===== src/hw/rtl/eit_pkg.sv =====
`timescale 1ns / 1ps
// ----------------------------------------------------------------------------
// eit_pkg: shared types and constants of the event interval tracker
// Widths, limits, register indexes, operation codes and the command/status
// bundles between the controller and the datapath.
// ----------------------------------------------------------------------------
package eit_pkg;

    // log geometry
    localparam int LOG_DEPTH = 16;
    localparam int IDX_W     = $clog2(LOG_DEPTH);
    localparam int CNT_W     = $clog2(LOG_DEPTH + 1);

    // field widths
    localparam int TIME_W     = 32;
    localparam int WIN_W      = 17;
    localparam int MINP_W     = 12;
    localparam int THR_W      = 12;
    localparam int SHOW_W     = 12;
    localparam int OUT_CNT_W  = 5;
    localparam int SOUND_W    = 2;
    localparam int OP_W       = 2;
    localparam int CFG_IDX_W  = 2;
    localparam int CFG_DATA_W = 17;
    localparam int IN_DATA_W  = 32;
    localparam int OUT_FLD_W  = 1 + SHOW_W + OUT_CNT_W + SOUND_W;
    localparam int OUT_DATA_W = ((OUT_FLD_W + 7) / 8) * 8;
    localparam int OUT_PAD_W  = OUT_DATA_W - OUT_FLD_W;
    localparam int DIV_CNT_W  = $clog2(TIME_W + 1);

    // time constants
    localparam int MINUTE_SECS   = 60;
    localparam int HOUR_MINUTES  = 60;
    localparam int SECS_PER_HOUR = HOUR_MINUTES * MINUTE_SECS;

    localparam logic [SHOW_W-1:0]    SHOW_CAP  = SHOW_W'(SECS_PER_HOUR - 1);
    localparam logic [OUT_CNT_W-1:0] COUNT_CAP = '1;

    // register reset values
    localparam logic [WIN_W-1:0]  WINDOW_RST    = WIN_W'(SECS_PER_HOUR);
    localparam logic [MINP_W-1:0] MIN_PHASE_RST = MINP_W'(20);
    localparam logic [THR_W-1:0]  GAP_THR_RST   = THR_W'(300);

    // register indexes
    localparam logic [CFG_IDX_W-1:0] CFG_WINDOW    = CFG_IDX_W'(0);
    localparam logic [CFG_IDX_W-1:0] CFG_MIN_PHASE = CFG_IDX_W'(1);
    localparam logic [CFG_IDX_W-1:0] CFG_GAP_THR   = CFG_IDX_W'(2);

    typedef enum logic [OP_W-1:0] {
        OP_TICK  = 2'd0,
        OP_PRESS = 2'd1,
        OP_CLEAR = 2'd2
    } t_op;

    typedef enum logic [SOUND_W-1:0] {
        SND_NONE  = 2'd0,
        SND_START = 2'd1,
        SND_REST  = 2'd2,
        SND_CHIME = 2'd3
    } t_sound;

    // controller to datapath
    typedef struct packed {
        logic latch;        // capture the input transfer
        logic tick_upd;     // advance elapsed counter
        logic start_phase;  // rest -> contracting
        logic end_phase;    // contracting -> rest, log if long enough
        logic clear_log;    // reset-log operation
        logic expire_step;  // drop oldest entry
        logic rd_last;      // read address = newest entry
        logic cap_last;     // capture newest timestamp
        logic div_start;    // launch span / (count-1)
        logic cap_gap;      // capture quotient
        logic gap_zero;     // average gap is zero
        logic decide;       // pick rest beep or chime
        logic load_out;     // load output register
    } t_dp_cmd;

    // datapath to controller
    typedef struct packed {
        t_op  op;
        logic phase;
        logic log_empty;
        logic few;          // fewer than two entries
        logic expire_old;   // entry read is older than window start
        logic div_done;
    } t_dp_status;

endpackage


===== src/hw/rtl/eit_ram.sv =====
`timescale 1ns / 1ps
// ----------------------------------------------------------------------------
// eit_ram: generic single-write, single-read RAM
// One write port and one read port; read data registered.
// ----------------------------------------------------------------------------
module eit_ram #(
    parameter int WIDTH  = 32,
    parameter int DEPTH  = 16,
    parameter int ADDR_W = $clog2(DEPTH)
) (
    input  logic              i_clk,
    input  logic              i_we,
    input  logic [ADDR_W-1:0] i_waddr,
    input  logic [WIDTH-1:0]  i_wdata,
    input  logic [ADDR_W-1:0] i_raddr,
    output logic [WIDTH-1:0]  o_rdata
);

    logic [WIDTH-1:0] r_mem [DEPTH];
    logic [WIDTH-1:0] r_rdata;

    always_ff @(posedge i_clk) begin
        if (i_we) begin
            r_mem[i_waddr] <= i_wdata;
        end
        r_rdata <= r_mem[i_raddr];
    end

    assign o_rdata = r_rdata;

endmodule


===== src/hw/rtl/eit_div.sv =====
`timescale 1ns / 1ps
// ----------------------------------------------------------------------------
// eit_div: serial restoring divider
// One quotient bit per cycle; done pulses for a single cycle once the last bit is in the quotient register.
// ----------------------------------------------------------------------------
module eit_div (
    input  logic                       i_clk,
    input  logic                       i_rst_n,
    input  logic                       i_start,
    input  logic [eit_pkg::TIME_W-1:0] i_dividend,
    input  logic [eit_pkg::CNT_W-1:0]  i_divisor,
    output logic [eit_pkg::TIME_W-1:0] o_quotient,
    output logic                       o_done
);

    import eit_pkg::*;

    logic [TIME_W-1:0]    r_quo, n_quo;
    logic [CNT_W-1:0]     r_rem, n_rem;
    logic [CNT_W-1:0]     r_dsr;
    logic [DIV_CNT_W-1:0] r_cnt;
    logic                 r_busy;
    logic                 r_done;
    logic [CNT_W:0]       shifted;
    logic                 fits;

    // one restoring step
    always_comb begin
        shifted = {r_rem, r_quo[TIME_W-1]};
        fits    = (shifted >= {1'b0, r_dsr});
        n_rem   = fits ? CNT_W'(shifted - {1'b0, r_dsr}) : shifted[CNT_W-1:0];
        n_quo   = {r_quo[TIME_W-2:0], fits};
    end

    // iteration control
    always_ff @(posedge i_clk) begin
        if (!i_rst_n) begin
            r_busy <= 1'b0;
            r_done <= 1'b0;
            r_cnt  <= '0;
        end else begin
            r_done <= 1'b0;
            if (i_start) begin
                r_busy <= 1'b1;
                r_cnt  <= DIV_CNT_W'(TIME_W);
            end else if (r_busy) begin
                r_cnt <= r_cnt - DIV_CNT_W'(1);
                if (r_cnt == DIV_CNT_W'(1)) begin
                    r_busy <= 1'b0;
                    r_done <= 1'b1;
                end
            end
        end
    end

    // operands
    always_ff @(posedge i_clk) begin
        if (i_start) begin
            r_quo <= i_dividend;
            r_rem <= '0;
            r_dsr <= i_divisor;
        end else if (r_busy) begin
            r_quo <= n_quo;
            r_rem <= n_rem;
        end
    end

    assign o_quotient = r_quo;
    assign o_done     = r_done;

endmodule


===== src/hw/rtl/eit_dp.sv =====
`timescale 1ns / 1ps
// ----------------------------------------------------------------------------
// eit_dp: datapath of the event interval tracker
// Configuration registers, phase and log state, timestamp RAM, divider and
// output payload register, all stepped by controller commands.
// ----------------------------------------------------------------------------
module eit_dp (
    input  logic                           i_clk,
    input  logic                           i_rst_n,
    input  eit_pkg::t_dp_cmd               i_cmd,
    output eit_pkg::t_dp_status            o_stat,
    input  logic [eit_pkg::OP_W-1:0]       i_op,
    input  logic [eit_pkg::TIME_W-1:0]     i_now,
    input  logic                           i_cfg_valid,
    input  logic [eit_pkg::CFG_IDX_W-1:0]  i_cfg_index,
    input  logic [eit_pkg::CFG_DATA_W-1:0] i_cfg_data,
    output logic [eit_pkg::OUT_DATA_W-1:0] o_out_data
);

    import eit_pkg::*;

    // configuration
    logic [WIN_W-1:0]  r_window;
    logic [MINP_W-1:0] r_min_phase;
    logic [THR_W-1:0]  r_gap_thr;

    // tracker state
    logic              r_phase;
    logic [SHOW_W-1:0] r_elapsed;
    logic [IDX_W-1:0]  r_oldest;
    logic [IDX_W-1:0]  r_newest;
    logic              r_empty;
    logic              r_chime_done;
    logic [TIME_W-1:0] r_phase_start;
    logic              r_rest_pending;
    t_sound            r_sound;

    // per-item payload
    logic [OP_W-1:0]       r_op;
    logic [TIME_W-1:0]     r_now;
    logic [TIME_W-1:0]     r_win_start;
    logic [TIME_W-1:0]     r_last_time;
    logic [TIME_W-1:0]     r_gap;
    logic [OUT_DATA_W-1:0] r_out_data;

    logic [TIME_W-1:0]    win_start;
    logic                 long_phase;
    logic                 push;
    logic [IDX_W-1:0]     oldest_inc;
    logic [IDX_W-1:0]     newest_inc;
    logic [IDX_W-1:0]     last_idx;
    logic [IDX_W-1:0]     raddr;
    logic [TIME_W-1:0]    rdata;
    logic [CNT_W-1:0]     count;
    logic [CNT_W+OUT_CNT_W-1:0] count_ext;
    logic [OUT_CNT_W-1:0] count_out;
    logic [SHOW_W-1:0]    shown;
    logic [TIME_W-1:0]    quotient;
    logic                 div_done;
    logic                 chime_ok;

    // ring index arithmetic
    always_comb begin
        oldest_inc = (r_oldest == IDX_W'(LOG_DEPTH - 1)) ? '0 : r_oldest + IDX_W'(1);
        newest_inc = (r_newest == IDX_W'(LOG_DEPTH - 1)) ? '0 : r_newest + IDX_W'(1);
        last_idx   = (r_newest == '0) ? IDX_W'(LOG_DEPTH - 1) : r_newest - IDX_W'(1);
        raddr      = i_cmd.rd_last ? last_idx : r_oldest;
    end

    // entries held
    always_comb begin
        if (r_empty) begin
            count = '0;
        end else if (r_newest == r_oldest) begin
            count = CNT_W'(LOG_DEPTH);
        end else if (r_newest > r_oldest) begin
            count = CNT_W'(r_newest) - CNT_W'(r_oldest);
        end else begin
            count = CNT_W'(r_newest) + CNT_W'(LOG_DEPTH) - CNT_W'(r_oldest);
        end
        count_ext = (CNT_W + OUT_CNT_W)'(count);
        count_out = (count_ext > (CNT_W + OUT_CNT_W)'(COUNT_CAP)) ? COUNT_CAP
                                                                  : count_ext[OUT_CNT_W-1:0];
    end

    // window start saturates at zero
    assign win_start = (i_now > TIME_W'(r_window)) ? i_now - TIME_W'(r_window) : '0;

    assign long_phase = ((r_now - r_phase_start) > TIME_W'(r_min_phase));
    assign push       = i_cmd.end_phase && long_phase;

    assign chime_ok = (r_gap != '0) && (r_gap < TIME_W'(r_gap_thr)) && !r_chime_done;

    // displayed value
    always_comb begin
        if (r_phase) begin
            shown = r_elapsed;
        end else if (r_gap > TIME_W'(SHOW_CAP)) begin
            shown = SHOW_CAP;
        end else begin
            shown = r_gap[SHOW_W-1:0];
        end
    end

    // configuration writes
    always_ff @(posedge i_clk) begin
        if (!i_rst_n) begin
            r_window    <= WINDOW_RST;
            r_min_phase <= MIN_PHASE_RST;
            r_gap_thr   <= GAP_THR_RST;
        end else if (i_cfg_valid) begin
            unique case (i_cfg_index)
                CFG_WINDOW:    r_window    <= i_cfg_data[WIN_W-1:0];
                CFG_MIN_PHASE: r_min_phase <= i_cfg_data[MINP_W-1:0];
                CFG_GAP_THR:   r_gap_thr   <= i_cfg_data[THR_W-1:0];
                default: ;
            endcase
        end
    end

    // tracker state updates
    always_ff @(posedge i_clk) begin
        if (!i_rst_n) begin
            r_phase        <= 1'b0;
            r_elapsed      <= '0;
            r_oldest       <= '0;
            r_newest       <= '0;
            r_empty        <= 1'b1;
            r_chime_done   <= 1'b0;
            r_phase_start  <= '0;
            r_rest_pending <= 1'b0;
            r_sound        <= SND_NONE;
        end else begin
            if (i_cmd.latch) begin
                r_rest_pending <= 1'b0;
                r_sound        <= SND_NONE;
            end
            if (i_cmd.tick_upd) begin
                if (r_phase && (r_elapsed < SHOW_CAP)) begin
                    r_elapsed <= r_elapsed + SHOW_W'(1);
                end
            end
            if (i_cmd.start_phase) begin
                r_phase       <= 1'b1;
                r_elapsed     <= '0;
                r_phase_start <= r_now;
                r_sound       <= SND_START;
            end
            if (i_cmd.end_phase) begin
                r_phase        <= 1'b0;
                r_rest_pending <= 1'b1;
                if (long_phase) begin
                    if ((r_newest == r_oldest) && !r_empty) begin
                        r_oldest <= oldest_inc;
                    end
                    r_empty       <= 1'b0;
                    r_newest      <= newest_inc;
                    r_phase_start <= r_now;
                end
            end
            if (i_cmd.clear_log) begin
                r_phase      <= 1'b0;
                r_elapsed    <= '0;
                r_oldest     <= '0;
                r_newest     <= '0;
                r_chime_done <= 1'b0;
                r_empty      <= 1'b1;
            end
            if (i_cmd.expire_step) begin
                r_oldest <= oldest_inc;
                if (oldest_inc == r_newest) begin
                    r_empty <= 1'b1;
                end
            end
            if (i_cmd.decide && r_rest_pending) begin
                if (chime_ok) begin
                    r_chime_done <= 1'b1;
                    r_sound      <= SND_CHIME;
                end else begin
                    r_sound <= SND_REST;
                end
            end
        end
    end

    // payload registers
    always_ff @(posedge i_clk) begin
        if (i_cmd.latch) begin
            r_op        <= i_op;
            r_now       <= i_now;
            r_win_start <= win_start;
        end
        if (i_cmd.cap_last) begin
            r_last_time <= rdata;
        end
        if (i_cmd.cap_gap) begin
            r_gap <= quotient;
        end else if (i_cmd.gap_zero) begin
            r_gap <= '0;
        end
        if (i_cmd.load_out) begin
            r_out_data <= {{OUT_PAD_W{1'b0}}, r_sound, count_out, shown, r_phase};
        end
    end

    // timestamp log
    eit_ram #(
        .WIDTH (TIME_W),
        .DEPTH (LOG_DEPTH)
    ) u_log (
        .i_clk   (i_clk),
        .i_we    (push),
        .i_waddr (r_newest),
        .i_wdata (r_now),
        .i_raddr (raddr),
        .o_rdata (rdata)
    );

    // average gap divider
    eit_div u_div (
        .i_clk      (i_clk),
        .i_rst_n    (i_rst_n),
        .i_start    (i_cmd.div_start),
        .i_dividend (r_last_time - rdata),
        .i_divisor  (count - CNT_W'(1)),
        .o_quotient (quotient),
        .o_done     (div_done)
    );

    // status: op, phase, log empty, fewer than two, entry expired, divide done
    assign o_stat = {t_op'(r_op), r_phase, r_empty, (count < CNT_W'(2)),
                     (rdata < r_win_start), div_done};

    assign o_out_data = r_out_data;

endmodule


===== src/hw/rtl/eit_ctrl.sv =====
`timescale 1ns / 1ps
// ----------------------------------------------------------------------------
// eit_ctrl: controller of the event interval tracker
// Sequences one item: operation, window expiry walk, average gap divide,
// sound decision and the output register load.
// ----------------------------------------------------------------------------
module eit_ctrl (
    input  logic                i_clk,
    input  logic                i_rst_n,
    input  logic                i_in_valid,
    output logic                o_in_ready,
    output logic                o_out_valid,
    input  logic                i_out_ready,
    output eit_pkg::t_dp_cmd    o_cmd,
    input  eit_pkg::t_dp_status i_stat
);

    import eit_pkg::*;

    typedef enum logic [3:0] {
        S_IDLE,
        S_OP,
        S_EXP_RD,
        S_EXP_CMP,
        S_GAP_CHK,
        S_GAP_RD2,
        S_GAP_SUB,
        S_GAP_DIV,
        S_SOUND,
        S_OUT
    } t_state;

    t_state  r_state, n_state;
    logic    r_out_valid, n_out_valid;
    t_dp_cmd cmd;

    // next state and commands
    always_comb begin
        cmd     = '0;
        n_state = r_state;
        unique case (r_state)
            S_IDLE: begin
                if (i_in_valid) begin
                    cmd.latch = 1'b1;
                    n_state   = S_OP;
                end
            end
            S_OP: begin
                unique case (i_stat.op)
                    OP_TICK: begin
                        cmd.tick_upd = 1'b1;
                        n_state      = S_EXP_RD;
                    end
                    OP_PRESS: begin
                        if (!i_stat.phase) begin
                            cmd.start_phase = 1'b1;
                            n_state         = S_OUT;
                        end else begin
                            cmd.end_phase = 1'b1;
                            n_state       = S_GAP_CHK;
                        end
                    end
                    OP_CLEAR: begin
                        cmd.clear_log = 1'b1;
                        n_state       = S_GAP_CHK;
                    end
                    default: n_state = S_GAP_CHK;
                endcase
            end
            S_EXP_RD: begin
                n_state = i_stat.log_empty ? S_GAP_CHK : S_EXP_CMP;
            end
            S_EXP_CMP: begin
                if (i_stat.expire_old) begin
                    cmd.expire_step = 1'b1;
                    n_state         = S_EXP_RD;
                end else begin
                    n_state = S_GAP_CHK;
                end
            end
            S_GAP_CHK: begin
                if (i_stat.phase) begin
                    n_state = S_SOUND;
                end else if (i_stat.few) begin
                    cmd.gap_zero = 1'b1;
                    n_state      = S_SOUND;
                end else begin
                    cmd.rd_last = 1'b1;
                    n_state     = S_GAP_RD2;
                end
            end
            S_GAP_RD2: begin
                cmd.cap_last = 1'b1;
                n_state      = S_GAP_SUB;
            end
            S_GAP_SUB: begin
                cmd.div_start = 1'b1;
                n_state       = S_GAP_DIV;
            end
            S_GAP_DIV: begin
                if (i_stat.div_done) begin
                    cmd.cap_gap = 1'b1;
                    n_state     = S_SOUND;
                end
            end
            S_SOUND: begin
                cmd.decide = 1'b1;
                n_state    = S_OUT;
            end
            S_OUT: begin
                if (!r_out_valid || i_out_ready) begin
                    cmd.load_out = 1'b1;
                    n_state      = S_IDLE;
                end
            end
            default: n_state = S_IDLE;
        endcase
    end

    // output slot occupancy
    always_comb begin
        n_out_valid = r_out_valid;
        if (cmd.load_out) begin
            n_out_valid = 1'b1;
        end else if (i_out_ready) begin
            n_out_valid = 1'b0;
        end
    end

    // state and registered outputs
    always_ff @(posedge i_clk) begin
        if (!i_rst_n) begin
            r_state     <= S_IDLE;
            r_out_valid <= 1'b0;
        end else begin
            r_state     <= n_state;
            r_out_valid <= n_out_valid;
        end
    end

    assign o_cmd       = cmd;
    assign o_in_ready  = (r_state == S_IDLE);
    assign o_out_valid = r_out_valid;

`ifndef SYNTHESIS
    // one item at a time: no transfer right after a transfer
    a_one_item: assert property (@(posedge i_clk) disable iff (!i_rst_n)
        (i_in_valid && o_in_ready) |=> !o_in_ready)
        else $error("input taken while an item is in work");

    // result only loaded into a free or draining slot
    a_out_free: assert property (@(posedge i_clk) disable iff (!i_rst_n)
        cmd.load_out |-> (!r_out_valid || i_out_ready))
        else $error("output register overwritten");

    // divider finishes only while the controller waits for it
    a_div_wait: assert property (@(posedge i_clk) disable iff (!i_rst_n)
        i_stat.div_done |-> (r_state == S_GAP_DIV))
        else $error("divider done outside the divide wait");

    // expiry never steps past an empty log
    a_exp_step: assert property (@(posedge i_clk) disable iff (!i_rst_n)
        cmd.expire_step |-> (!i_stat.log_empty && i_stat.expire_old))
        else $error("expiry step on empty log or fresh entry");
`endif

endmodule


===== src/hw/rtl/event_interval_tracker_unit.sv =====
`timescale 1ns / 1ps
// ----------------------------------------------------------------------------
// event_interval_tracker_unit: two-phase event timer with a windowed log
//
//   channel   direction  signals                        transfer when
//   s_axis    in         tvalid tready tdata tuser      tvalid && tready
//   m_axis    out        tvalid tready tdata            tvalid && tready
//   cfg       in         valid ready index data         valid && ready
//
// One item at a time; the expiry walk reads the log once per dropped entry
// (one RAM read port) and the average gap takes two log reads and a
// 32-step serial divide.
// Reset is synchronous, active low; the log RAM is not cleared, its fill is
// tracked by the oldest/newest indices. A result waits in the output register
// while the next item is taken; only a second pending result stalls the block.
// Configuration writes are always accepted.
// ----------------------------------------------------------------------------
module event_interval_tracker_unit (
    input  logic                           i_clk,
    input  logic                           i_rst_n,
    // tdata: [31:0] now_seconds
    input  logic                           s_axis_tvalid,
    output logic                           s_axis_tready,
    input  logic [eit_pkg::IN_DATA_W-1:0]  s_axis_tdata,
    // tuser: [1:0] operation
    input  logic [eit_pkg::OP_W-1:0]       s_axis_tuser,
    // tdata: [0] phase, [12:1] display_seconds, [17:13] event_count,
    //        [19:18] sound, [23:20] zero
    output logic                           m_axis_tvalid,
    input  logic                           m_axis_tready,
    output logic [eit_pkg::OUT_DATA_W-1:0] m_axis_tdata,
    input  logic                           i_cfg_valid,
    output logic                           o_cfg_ready,
    input  logic [eit_pkg::CFG_IDX_W-1:0]  i_cfg_index,
    input  logic [eit_pkg::CFG_DATA_W-1:0] i_cfg_data
);

    import eit_pkg::*;

    t_dp_cmd    cmd;
    t_dp_status stat;

    eit_ctrl u_ctrl (
        .i_clk       (i_clk),
        .i_rst_n     (i_rst_n),
        .i_in_valid  (s_axis_tvalid),
        .o_in_ready  (s_axis_tready),
        .o_out_valid (m_axis_tvalid),
        .i_out_ready (m_axis_tready),
        .o_cmd       (cmd),
        .i_stat      (stat)
    );

    eit_dp u_dp (
        .i_clk       (i_clk),
        .i_rst_n     (i_rst_n),
        .i_cmd       (cmd),
        .o_stat      (stat),
        .i_op        (s_axis_tuser),
        .i_now       (s_axis_tdata[TIME_W-1:0]),
        .i_cfg_valid (i_cfg_valid),
        .i_cfg_index (i_cfg_index),
        .i_cfg_data  (i_cfg_data),
        .o_out_data  (m_axis_tdata)
    );

    assign o_cfg_ready = 1'b1;

endmodule

===== config.mk =====
export PLATFORM = sky130hd
export DESIGN_NAME = event_interval_tracker_unit
export DESIGN_NICKNAME = d
export VERILOG_FILES = /design/src/hw/rtl/eit_pkg.sv /design/src/hw/rtl/eit_ram.sv /design/src/hw/rtl/eit_div.sv /design/src/hw/rtl/eit_dp.sv /design/src/hw/rtl/eit_ctrl.sv /design/src/hw/rtl/event_interval_tracker_unit.sv
export SDC_FILE = /design/constraint.sdc
export NUM_CORES = 1
export LEC_CHECK = 0
export ABC_CLOCK_PERIOD_IN_PS = 12300
export BUFFER_PORTS_ARGS = -buffer_cell sky130_fd_sc_hd__buf_2
export CAP_MARGIN = 10
export CORE_MARGIN = 1
export CORE_UTILIZATION = 30
export DETAILED_ROUTE_END_ITERATION = 8
export RECOVER_POWER = 50
export SYNTH_ARGS = -nofsm -noshare
export SYNTH_HDL_FRONTEND = slang
export SYNTH_HIERARCHICAL = 1
export SYNTH_SLANG_ARGS = --single-unit

===== constraint.sdc =====
create_clock -name i_clk -period 12.3 [get_ports i_clk]
set_clock_uncertainty 0.1 [all_clocks]
set_input_delay 1.23 -clock i_clk [delete_from_list [all_inputs] [get_ports i_clk]]
set_output_delay 1.23 -clock i_clk [all_outputs]
set_load 0.05 [all_outputs]

* After elaboration in Yosys (flattened, before gate mapping) *
Memory sizes are Yosys's and may differ from the RTL's. A register that Yosys moved wholly into a read port is not among the register bits.
Cells that the tools add are included.

word-level totals
  memories = 1
  bits in writable memories = 512
  bits in registers = 304
  output and inout bits = 27
  word-level logic and storage cells = 187

memory list
  memory            depth  bits a word  rd ports  clocked after memory_dff  write ports  line           RTL
  u_dp.u_log.r_mem  16     32           1         1                         1            eit_ram.sv:19  logic [WIDTH-1:0] r_mem [DEPTH];

operators by class
  reduce and logical (&&, ||, !) cells = 35
  bitwise operators = 2
  multiplexer cells = 79
  add/sub/neg operators = 13
  order comparisons = 9
  equality and inequality tests = 21

operators with widths
  kind                                                                                number
  32-bit 2-to-1 mux                                                                   7
  4-bit 2-to-1 mux                                                                    16
  32-bit subtractor                                                                   2
  1-bit 2-to-1 mux                                                                    40
  4-bit one-hot mux with 10 select lines                                              1
  32-bit by 12-bit greater-than comparator with 1-bit output                          1
  32-bit by 12-bit greater-than comparator with 1-bit output (second input constant)  1
  32-bit by 17-bit greater-than comparator with 1-bit output                          1
  32-bit by 12-bit < comparator with 1-bit output                                     1
  32-bit < comparator                                                                 1
  32-bit nonzero test                                                                 1
  32-bit by 17-bit subtractor with 32-bit output                                      1
  12-bit 2-to-1 mux                                                                   2
  5-bit 2-to-1 mux                                                                    4
  4-bit by 3-bit equality test with 1-bit output (second input constant)              4
  4-bit equality test (second input constant)                                         4
  12-bit by 1-bit adder with 12-bit output (second input constant)                    1
  12-bit < comparator (second input constant)                                         1
  6-bit 2-to-1 mux                                                                    2
  3-bit nonzero test                                                                  4
  2-bit AND reduction                                                                 5
  3-bit OR reduction                                                                  3
  4-bit by 1-bit adder with 4-bit output (second input constant)                      2
  4-bit by 2-bit equality test with 1-bit output (second input constant)              2
  other kinds (29)                                                                    52

* Logic depth before layout (Yosys ltp) *
Gate-level depths: netlist of run 1.

  word-level depth = 11
  mapped depth = 18
  depth with buffers taken out = 18

* Hierarchy *
The synthesis of run 1 kept the hierarchy.

by module, submodules not included
  module                       seq. area each (um^2)  area an instance (um^2)  cells an instance  instances
  eit_ram                      16,015.4               19,835.3                 838                1
  eit_dp                       6,486.2                15,935.3                 1,748              1
  eit_div                      1,371.3                2,267.2                  165                1
  eit_ctrl                     100.1                  500.5                    68                 1
  event_interval_tracker_unit  0.0                    11.3                     2                  1

* Worst setup path after synthesis of run 1 *
OpenSTA, ideal clock, no wires.

  path kind = register to register
  start = register u_dp.r_now[1]
  end = memory u_dp.u_log.r_mem[0][0], enable pin
  stages on the path, launching flop included = 18
  clock period less this slack = 6.850 ns
  arrival time = 6.289 ns
  path buffers = 1
  library setup time = 0.461 ns
  path slack = 5.450 ns
  path through = edfxtp_1 -> ha_1 -> nor2b_1 -> o31a_1 -> o311a_1 -> nor3_1 -> o21ai_0 -> xor2_1 -> ha_1 -> nand4_1 -> a211oi_1 -> a2111oi_0 -> o2111ai_1 -> nor4_1 -> a41oi_1 -> buf_6 -> or3b_2 -> nor3_1

between the ends
  word-level cells in the longest chain between the ends = 5

RTL lines
  element                                                     line           RTL
  from (decl)                                                 eit_dp.sv:40   logic [TIME_W-1:0] r_now;
  from (signal assigned)                                      eit_dp.sv:190  r_now <= i_now;
  32-bit subtractor                                           eit_dp.sv:89   assign long_phase = ((r_now - r_phase_start) > TIME_W'(r_min_phase));
  32-bit by 12-bit greater-than comparator with 1-bit output  eit_dp.sv:89
  1-bit logical AND                                           eit_dp.sv:90   assign push = i_cmd.end_phase && long_phase;
  via u_dp.push                                               eit_dp.sv:48   logic push;
  1-bit 2-to-1 mux                                            eit_ram.sv:23  if (i_we) begin
  1-bit 2-to-1 mux (not written as such)                      eit_ram.sv:24  r_mem[i_waddr] <= i_wdata;
  to (decl)                                                   eit_ram.sv:19

The timed path passes the listed nets, and every way through them passes these cells.

* Worst setup path in the final report of run 1 *
  start = register u_dp.r_now[1]
  end = memory u_dp.u_log.r_mem[13][24], enable pin

between the ends
  word-level cells in the longest chain between the ends = 5

RTL lines
  element                                                     line
  32-bit subtractor                                           eit_dp.sv:89
  32-bit by 12-bit greater-than comparator with 1-bit output  eit_dp.sv:89
  1-bit logical AND                                           eit_dp.sv:90
  1-bit 2-to-1 mux                                            eit_ram.sv:23
  1-bit 2-to-1 mux (not written as such)                      eit_ram.sv:24

Every way passes these cells.

==> metrics, run 1 <==
status finished with violations; failing checks capacitance limit, slew limit; # H-tree levels 3; fin nets 3134; Final TNS setup 0 ns; Worst-path clk slew 0.06 ns; clock buffer depth 3; Initial Util 30.2%; Worst R2R Path Depth 18; Worst Hold Depth 0; Synth cell types 88; total wire length 97100 um; worst min-delay path class reg2reg; die width 360 um; launch point of the worst path u_dp/r_now[1]; final hold violations 0; Leak 14.9 nW; Rows 131; combinational family with the most area after synthesis multiplexers; # DRC 0; Setup CP Type reg2reg; mux share of post-synthesis cell area 9.64%; post-CTS setup buffers 0; EDFF count, synth 699; sequential area share after synthesis 62.2%; Critical Path AT 6.59 ns; Routed Antenna Nets 0; ranking of synthesized cells by area edfxtp_1 (54%), dfxtp_1 (7.7%), mux4_2 (7.5%); synthesized instance count 2821; Worst Hold Path EP u_dp/o_out_data[19]; fin crit share 51.9%; Ports 85; RR Endpoint u_dp/u_log/r_mem[13][24]; clock buffer count from CTS 87; max-slew violation count 228; Synth Register Bits 848; Worst setup SP type flop; pwr dens 179 mW/mm^2; clk_lat worst skew 0.68 ns; FMAX 157 MHz; Slew headroom -151%; Setup Viol. Count Final 0; Area growth syn-to-layout 13.5%; GRT Total Usage 14.6%; async set-reset flop share out of synthesis 0%; FF-to-FF Start u_dp/r_now[1]; simple-gate share of the synthesized area 9.34%; TritonCTS Sinks 848; Final Power 7.84 mW; Req. time, crit path 12.51 ns; DR iter-0 viols 2309; Compound-Gate Fraction of Synth Area 8.47%; HP Start u_dp/r_sound[1]; xor/xnor share of the synthesized area 1.86%; max cap viols 5; Avg Cell Area, Syn 13.7 sq um; CTS tree built; Netlist Area Pre-Place 0.0385 sq mm; routed len/inst 20.9 um; Most used DFF post-synth edfxtp_1; PortBufs 79; layout cells sized above 1 11.9%; Period minus WS final 6.38 ns; hold_buf cts 0; R2R Setup Slk 5.92 ns; Root Driver clkbuf_16; vias per std cell 5.03; Yosys top cell by area edfxtp_1; Pre-Repair DR Iteration Count 5; most frequent cell after synthesis edfxtp_1; initial antenna violation count 4; RSZ-0062 raised after global routing no; yosys warns 6; DP HPWL 63200 um; Chip Height 360 um; first-pass GRT wire length 144000 um; Die Area 0.130 sq mm; diode count 0; vias in the first global route 22360; Placer Congestion 0.877; CP endpoint kind flop; commonest cells in the netlist edfxtp_1 (699), nand2_1 (269), inv_1 (194), ha_1 (150), dfxtp_1 (149); Synth top area share 54.4%; largest net degree at the start of global routing 129; Resize count post-CTS 0; gr ovfl total 0; Max IR drop VDD 113 uV; crit path max fanout 19; Vias 23424; Worst Tran Pin Value 3.76 ns; Post-Synth Adder-Cell Area 5.13%; area of the core 0.128 sq mm
## worst max-delay path, stage by stage (launching register included)
cell	delay, ns
edfxtp_1	0.72
ha_1	0.33
nor2b_1	0.15
o31a_1	0.32
o311a_1	0.39
nor3_1	0.30
o21ai_0	0.14
xor2_1	0.18
ha_1	0.30
nand4_1	0.13
a211oi_1	0.27
a2111oi_0	0.14
o2111ai_1	0.22
nor4_1	0.10
a41oi_1	0.34
buf_4	0.31
nand3_1	0.33
nor2_4	0.76
buf_4	0.47
## state kept, by name, summed over array words and instances, names as in the netlist, 17 cells and up
signal and flops:
u_dp/r_last_time 32, u_dp/u_log/o_rdata 32, u_dp/r_gap 32, u_dp/r_window 17, u_dp/r_phase_start 32, u_dp/u_log/r_mem 512
u_dp/r_win_start 32, u_dp/r_now 32, u_dp/o_out_data 20, u_dp/u_div/o_quotient 32
## layer usage
layer / part of all wire [%] / global-route usage [%]
met1: 46 / 21.4
met2: 44 / 22.0
met3: 7.8 / 3.06
met4: 1.8 / 3.23
met5: 0 / 0
## kinds of logic after synthesis
family / after synthesis
AOI/OAI and AO/OA: 480
xor gates and xnor gates: 82
adders and majority gates: 155
buffers and inverters: 308
DFF: 848
muxes: 207
other: 2
and+or+nand+nor: 739
## how the worst max path moves through the flow
stage	end	slack [ns]	cells past startpoint
6_report	u_dp/u_log/r_mem[13][24]	5.92	18
5_1_grt	u_dp/u_log/r_mem[13][16]	5.50	18
4_1_cts	u_dp/u_log/r_mem[13][24]	5.94	18
3_5_place_dp	u_dp/u_log/r_mem[13][12]	6.01	18
3_3_place_gp	u_dp/u_log/r_mem[13][12]	6.25	18
2_1_floorplan	u_dp/u_log/r_mem[0][0]	5.45	17
## report_power, final
group | switching (mW) | internal (mW)
registers | 0.253 | 3.43
clock network | 1.14 | 1.52
logic | 0.905 | 0.593
total | 2.30 | 5.54
## layout by cell type (no fill, tap or decap), types with 14 or more instances in the layout
master and n:
mux2i_1 43, nand4_1 22, nor4_1 17, xor2_1 38
clkbuf_16 87, nand2b_1 23, and3_1 21, edfxtp_1 699
buf_2 23, nand3_1 41, and2_1 18, ha_1 150
and2_0 24, nor2b_1 36, o21ai_0 74, nor2_1 132
a211oi_1 21, mux4_2 128, a21oi_1 103, a22oi_1 65
o21a_1 24, o211ai_1 19, a21boi_0 37, mux2_1 32
inv_1 195, nor3_1 40, clkbuf_1 95, dfxtp_1 149
nor2_4 14, or3_1 17, buf_4 27, a21o_1 30
xnor2_1 44, nand2_1 269
## final cells by class
type	instances	area, sq um
Sequential cell	848	24000
Clock inverter	42	523
Inverter	195	732
Timing Repair Buffer	121	617
Fill cell	12400	83800
Tap cell	1662	2080
Multi-Input combinational cell	1668	13500
Clock buffer	118	2340
## per-stage QoR
step                instances  utilization (%)  area, sq um  hold slack (ns)  setup WS, ns
floorplan                2824                -        38600            0.308          5.45
global placement         4493             32.2        41000            0.320          6.25
detailed placement       4493             32.2        41000            0.319          6.01
CTS                      4653             34.4        43900            0.334          5.94
global route             4654             34.3        43700            0.343          5.50
finish                   4654             34.3        43700            0.334          5.92
Power figures use the tool's default switching activity.
==> inputs of run 2 (changes only) <==
- ABC_CLOCK_PERIOD_IN_PS: 12300 -> 5300
- clock period: 12.3 -> 5.3 ns (I/O delays scaled with it)
==> run 2 against run 1 <==
Against the previous run: the run now ends clean; wire length increased by 3.3%; combinational power increased to 2.7 times the previous value; worst setup slack lost 5.8 ns; critical path type unchanged; largest cell class unchanged.
==> metrics, run 2 (same netlist as run 1, synthesis figures left out) <==
Worst R2R Path Depth 18 (unchanged); die width 360 um (unchanged); Most common cell on crit path ha_1; Period minus WS final 5.14 ns (was 6.38 ns); Ports 85 (unchanged); vias per std cell 5.01 (was 5.03); pre-CTS setup slack -0.0371 ns (was 6.01 ns); gr ovfl total 0 (unchanged); crit-path max cell delay 0.89 ns (was 0.76 ns); max cap viols 0 (was 5); Placed Cells 4583 (was 4493); Cell Count, Final, Fillers Out 4768 (was 4654); fin nets 3244 (was 3134); DP HPWL 70900 um (was 63200 um); largest net degree at the start of global routing 85 (was 129); switching share of power 29.3% (about the same); Vias 23906 (was 23424); worst min-delay path class in2reg (was reg2reg); Worst Hold Depth 3 (was 0); GRT Total Usage 15.0% (was 14.6%); Worst-path clk slew 0.06 ns (about the same); Setup WS post-layout 0.160 ns (was 5.92 ns); Largest register FFs 512 (unchanged); Root Driver clkbuf_16 (unchanged); Initial Util 30.2% (unchanged); clk_lat worst skew 0.66 ns (was 0.68 ns); DR iter-0 viols 2120 (was 2309); clock buffer count from CTS 86 (was 87); NetSw 5.45 mW (was 2.30 mW); TritonCTS Sinks 848 (unchanged); Clk pwr share 33.9% (about the same); most common cell after layout, fill and taps aside edfxtp_1 (unchanged); pwr dens 412 mW/mm^2 (was 179 mW/mm^2); commonest cells after routing, fill and taps aside edfxtp_1 (699), nand2_1 (269), inv_1 (194) (was edfxtp_1 (699), nand2_1 (269), inv_1 (195)); Setup CP Type reg2reg (unchanged); crit path max fanout 32 (was 19); Placer Congestion 0.869 (was 0.877); Rows 131 (unchanged); Req. time, crit path 5.47 ns (was 12.51 ns); CP endpoint kind flop (unchanged); Leak 15.6 nW (was 14.9 nW); RSZ-0062 raised after global routing yes (was no); Pre-Repair DR Iteration Count 6 (was 5); Critical Path AT 5.31 ns (was 6.59 ns); area of the core 0.128 sq mm (unchanged); slowest CP cell nor2_4 (unchanged); fillers 12278 (was 12400); largest register by flop count u_dp/u_log/r_mem (unchanged); status complete, no violations (was finished with violations); routed len/inst 21.0 um (was 20.9 um); Final Power 18.6 mW (was 7.84 mW); Die Area 0.130 sq mm (unchanged); Gate power share 22.0% (was 19.1%); vias in the first global route 23152 (was 22360); Internal 13.1 mW (was 5.54 mW); Area growth syn-to-layout 17.0% (was 13.5%); CTS tree built (unchanged); # H-tree levels 3 (unchanged); Slew headroom 18.5% (was -151%); Critical Path, Cell by Cell ha_1, nor2b_1, o31a_1, o311a_1, nor3_2, o21ai_1, xor2_1, ha_1, nand4_1, a211oi_2, a2111oi_1, o2111ai_1, nor4_2, a41oi_1, buf_4, nand3b_1, buf_6, nor2_4 (was ha_1, nor2b_1, o31a_1, o311a_1, nor3_1, o21ai_0, xor2_1, ha_1, nand4_1, a211oi_1, a2111oi_0, o2111ai_1, nor4_1, a41oi_1, buf_4, nand3_1, nor2_4, buf_4); layout cells sized above 1 15.5% (was 11.9%); fin crit share 97.0% (was 51.9%); max-slew violation count 0 (was 228); Worst setup SP type flop (unchanged); Chip Height 360 um (unchanged); Max IR drop VDD 277 uV (was 113 uV); Seq pwr share 44.1% (was 46.9%); Routed Antenna Nets 0 (unchanged); Setup Viol. Count Final 0 (unchanged); FMAX 195 MHz (was 157 MHz); Worst Tran Pin Value 1.22 ns (was 3.76 ns); final hold violations 0 (unchanged); initial antenna violation count 9 (was 4); clock buffer depth 3 (unchanged); first-pass GRT wire length 148000 um (was 144000 um); # DRC 0 (unchanged); PortBufs 79 (unchanged); total wire length 100000 um (was 97100 um)
-- run 2: per-stage QoR --
stage,area [sq um],util [%],hold slack (ns),setup TNS [ns]
after floorplan,38600,-,0.308,-102.66
final,45100,35.4,0.0499,0
after global placement,42000,32.9,0.319,0
after global routing,45100,35.4,0.0238,-16.44
after detailed placement,42000,32.9,0.339,-1.34
after CTS,45100,35.3,0.00117,0
-- run 2: layout make-up --
| type | count | area, sq um | area share, % |
|---|---|---|---|
| Antenna cell | 2 | 5.00 | 0.0111 |
| Tap cell | 1662 | 2080 | 4.61 |
| Clock inverter | 45 | 577 | 1.28 |
| Sequential cell | 848 | 24000 | 53.2 |
| Multi-Input combinational cell | 1671 | 13600 | 30.1 |
| Timing Repair Buffer | 229 | 1790 | 3.97 |
| Clock buffer | 116 | 2370 | 5.25 |
| Inverter | 195 | 732 | 1.62 |
-- run 2: critical path, delay by kind of cell (launching register included) --
kind	cells	cell delay (ns)
DFF	1	0.42
xor gates and xnor gates	1	0.18
adders and majority gates	2	0.59
AOI/OAI and AO/OA	7	1.50
buffers and inverters	2	0.33
and+or+nand+nor	6	1.60
-- run 2: layer usage --
metal	part of all wire [%]	wire, um	global-route usage, %	up-vias
li1	-	-	-	11047
met1	46	45700	21.3	11944
met2	46	46300	24.1	787
met3	6.1	6110	2.43	128
met4	2.2	2180	3.50	0
met5	0	0	0	-
-- run 2: what timing repair did --
| action | 4_1_cts | 5_1_grt |
|---|---|---|
| pin swaps | 3 | 8 |
| hold buffers | 11 | 0 |
| resized for setup | 0 | 10 |
| endpoints found under the setup margin | 68 | 508 |
| hold endpoints to repair | 11 | 0 |
| setup buffers | 0 | 6 |
| cloned | 0 | 5 |
-- run 2: path summary, 6_finish.rpt --
check                                     start                       end  slack [ns]
worst max-delay path              u_dp/r_now[1]  u_dp/u_log/r_mem[11][18]        0.16
worst min-delay path             i_cfg_data[12]         u_dp/r_window[12]        0.05
worst max register to register    u_dp/r_now[1]  u_dp/u_log/r_mem[11][18]        0.16
worst min register to register  u_dp/r_sound[0]       u_dp/o_out_data[18]        0.34
-- run 2: power by group through the flow --
stage               Clock (mW)  Combinational, mW  Sequential (mW)
global route              6.66               4.51             8.24
floorplan                    0               2.64             8.37
finish                    6.30               4.09             8.20
CTS                       6.42               4.09             8.19
global placement             0               4.03             8.33
detailed placement           0               4.07             8.33
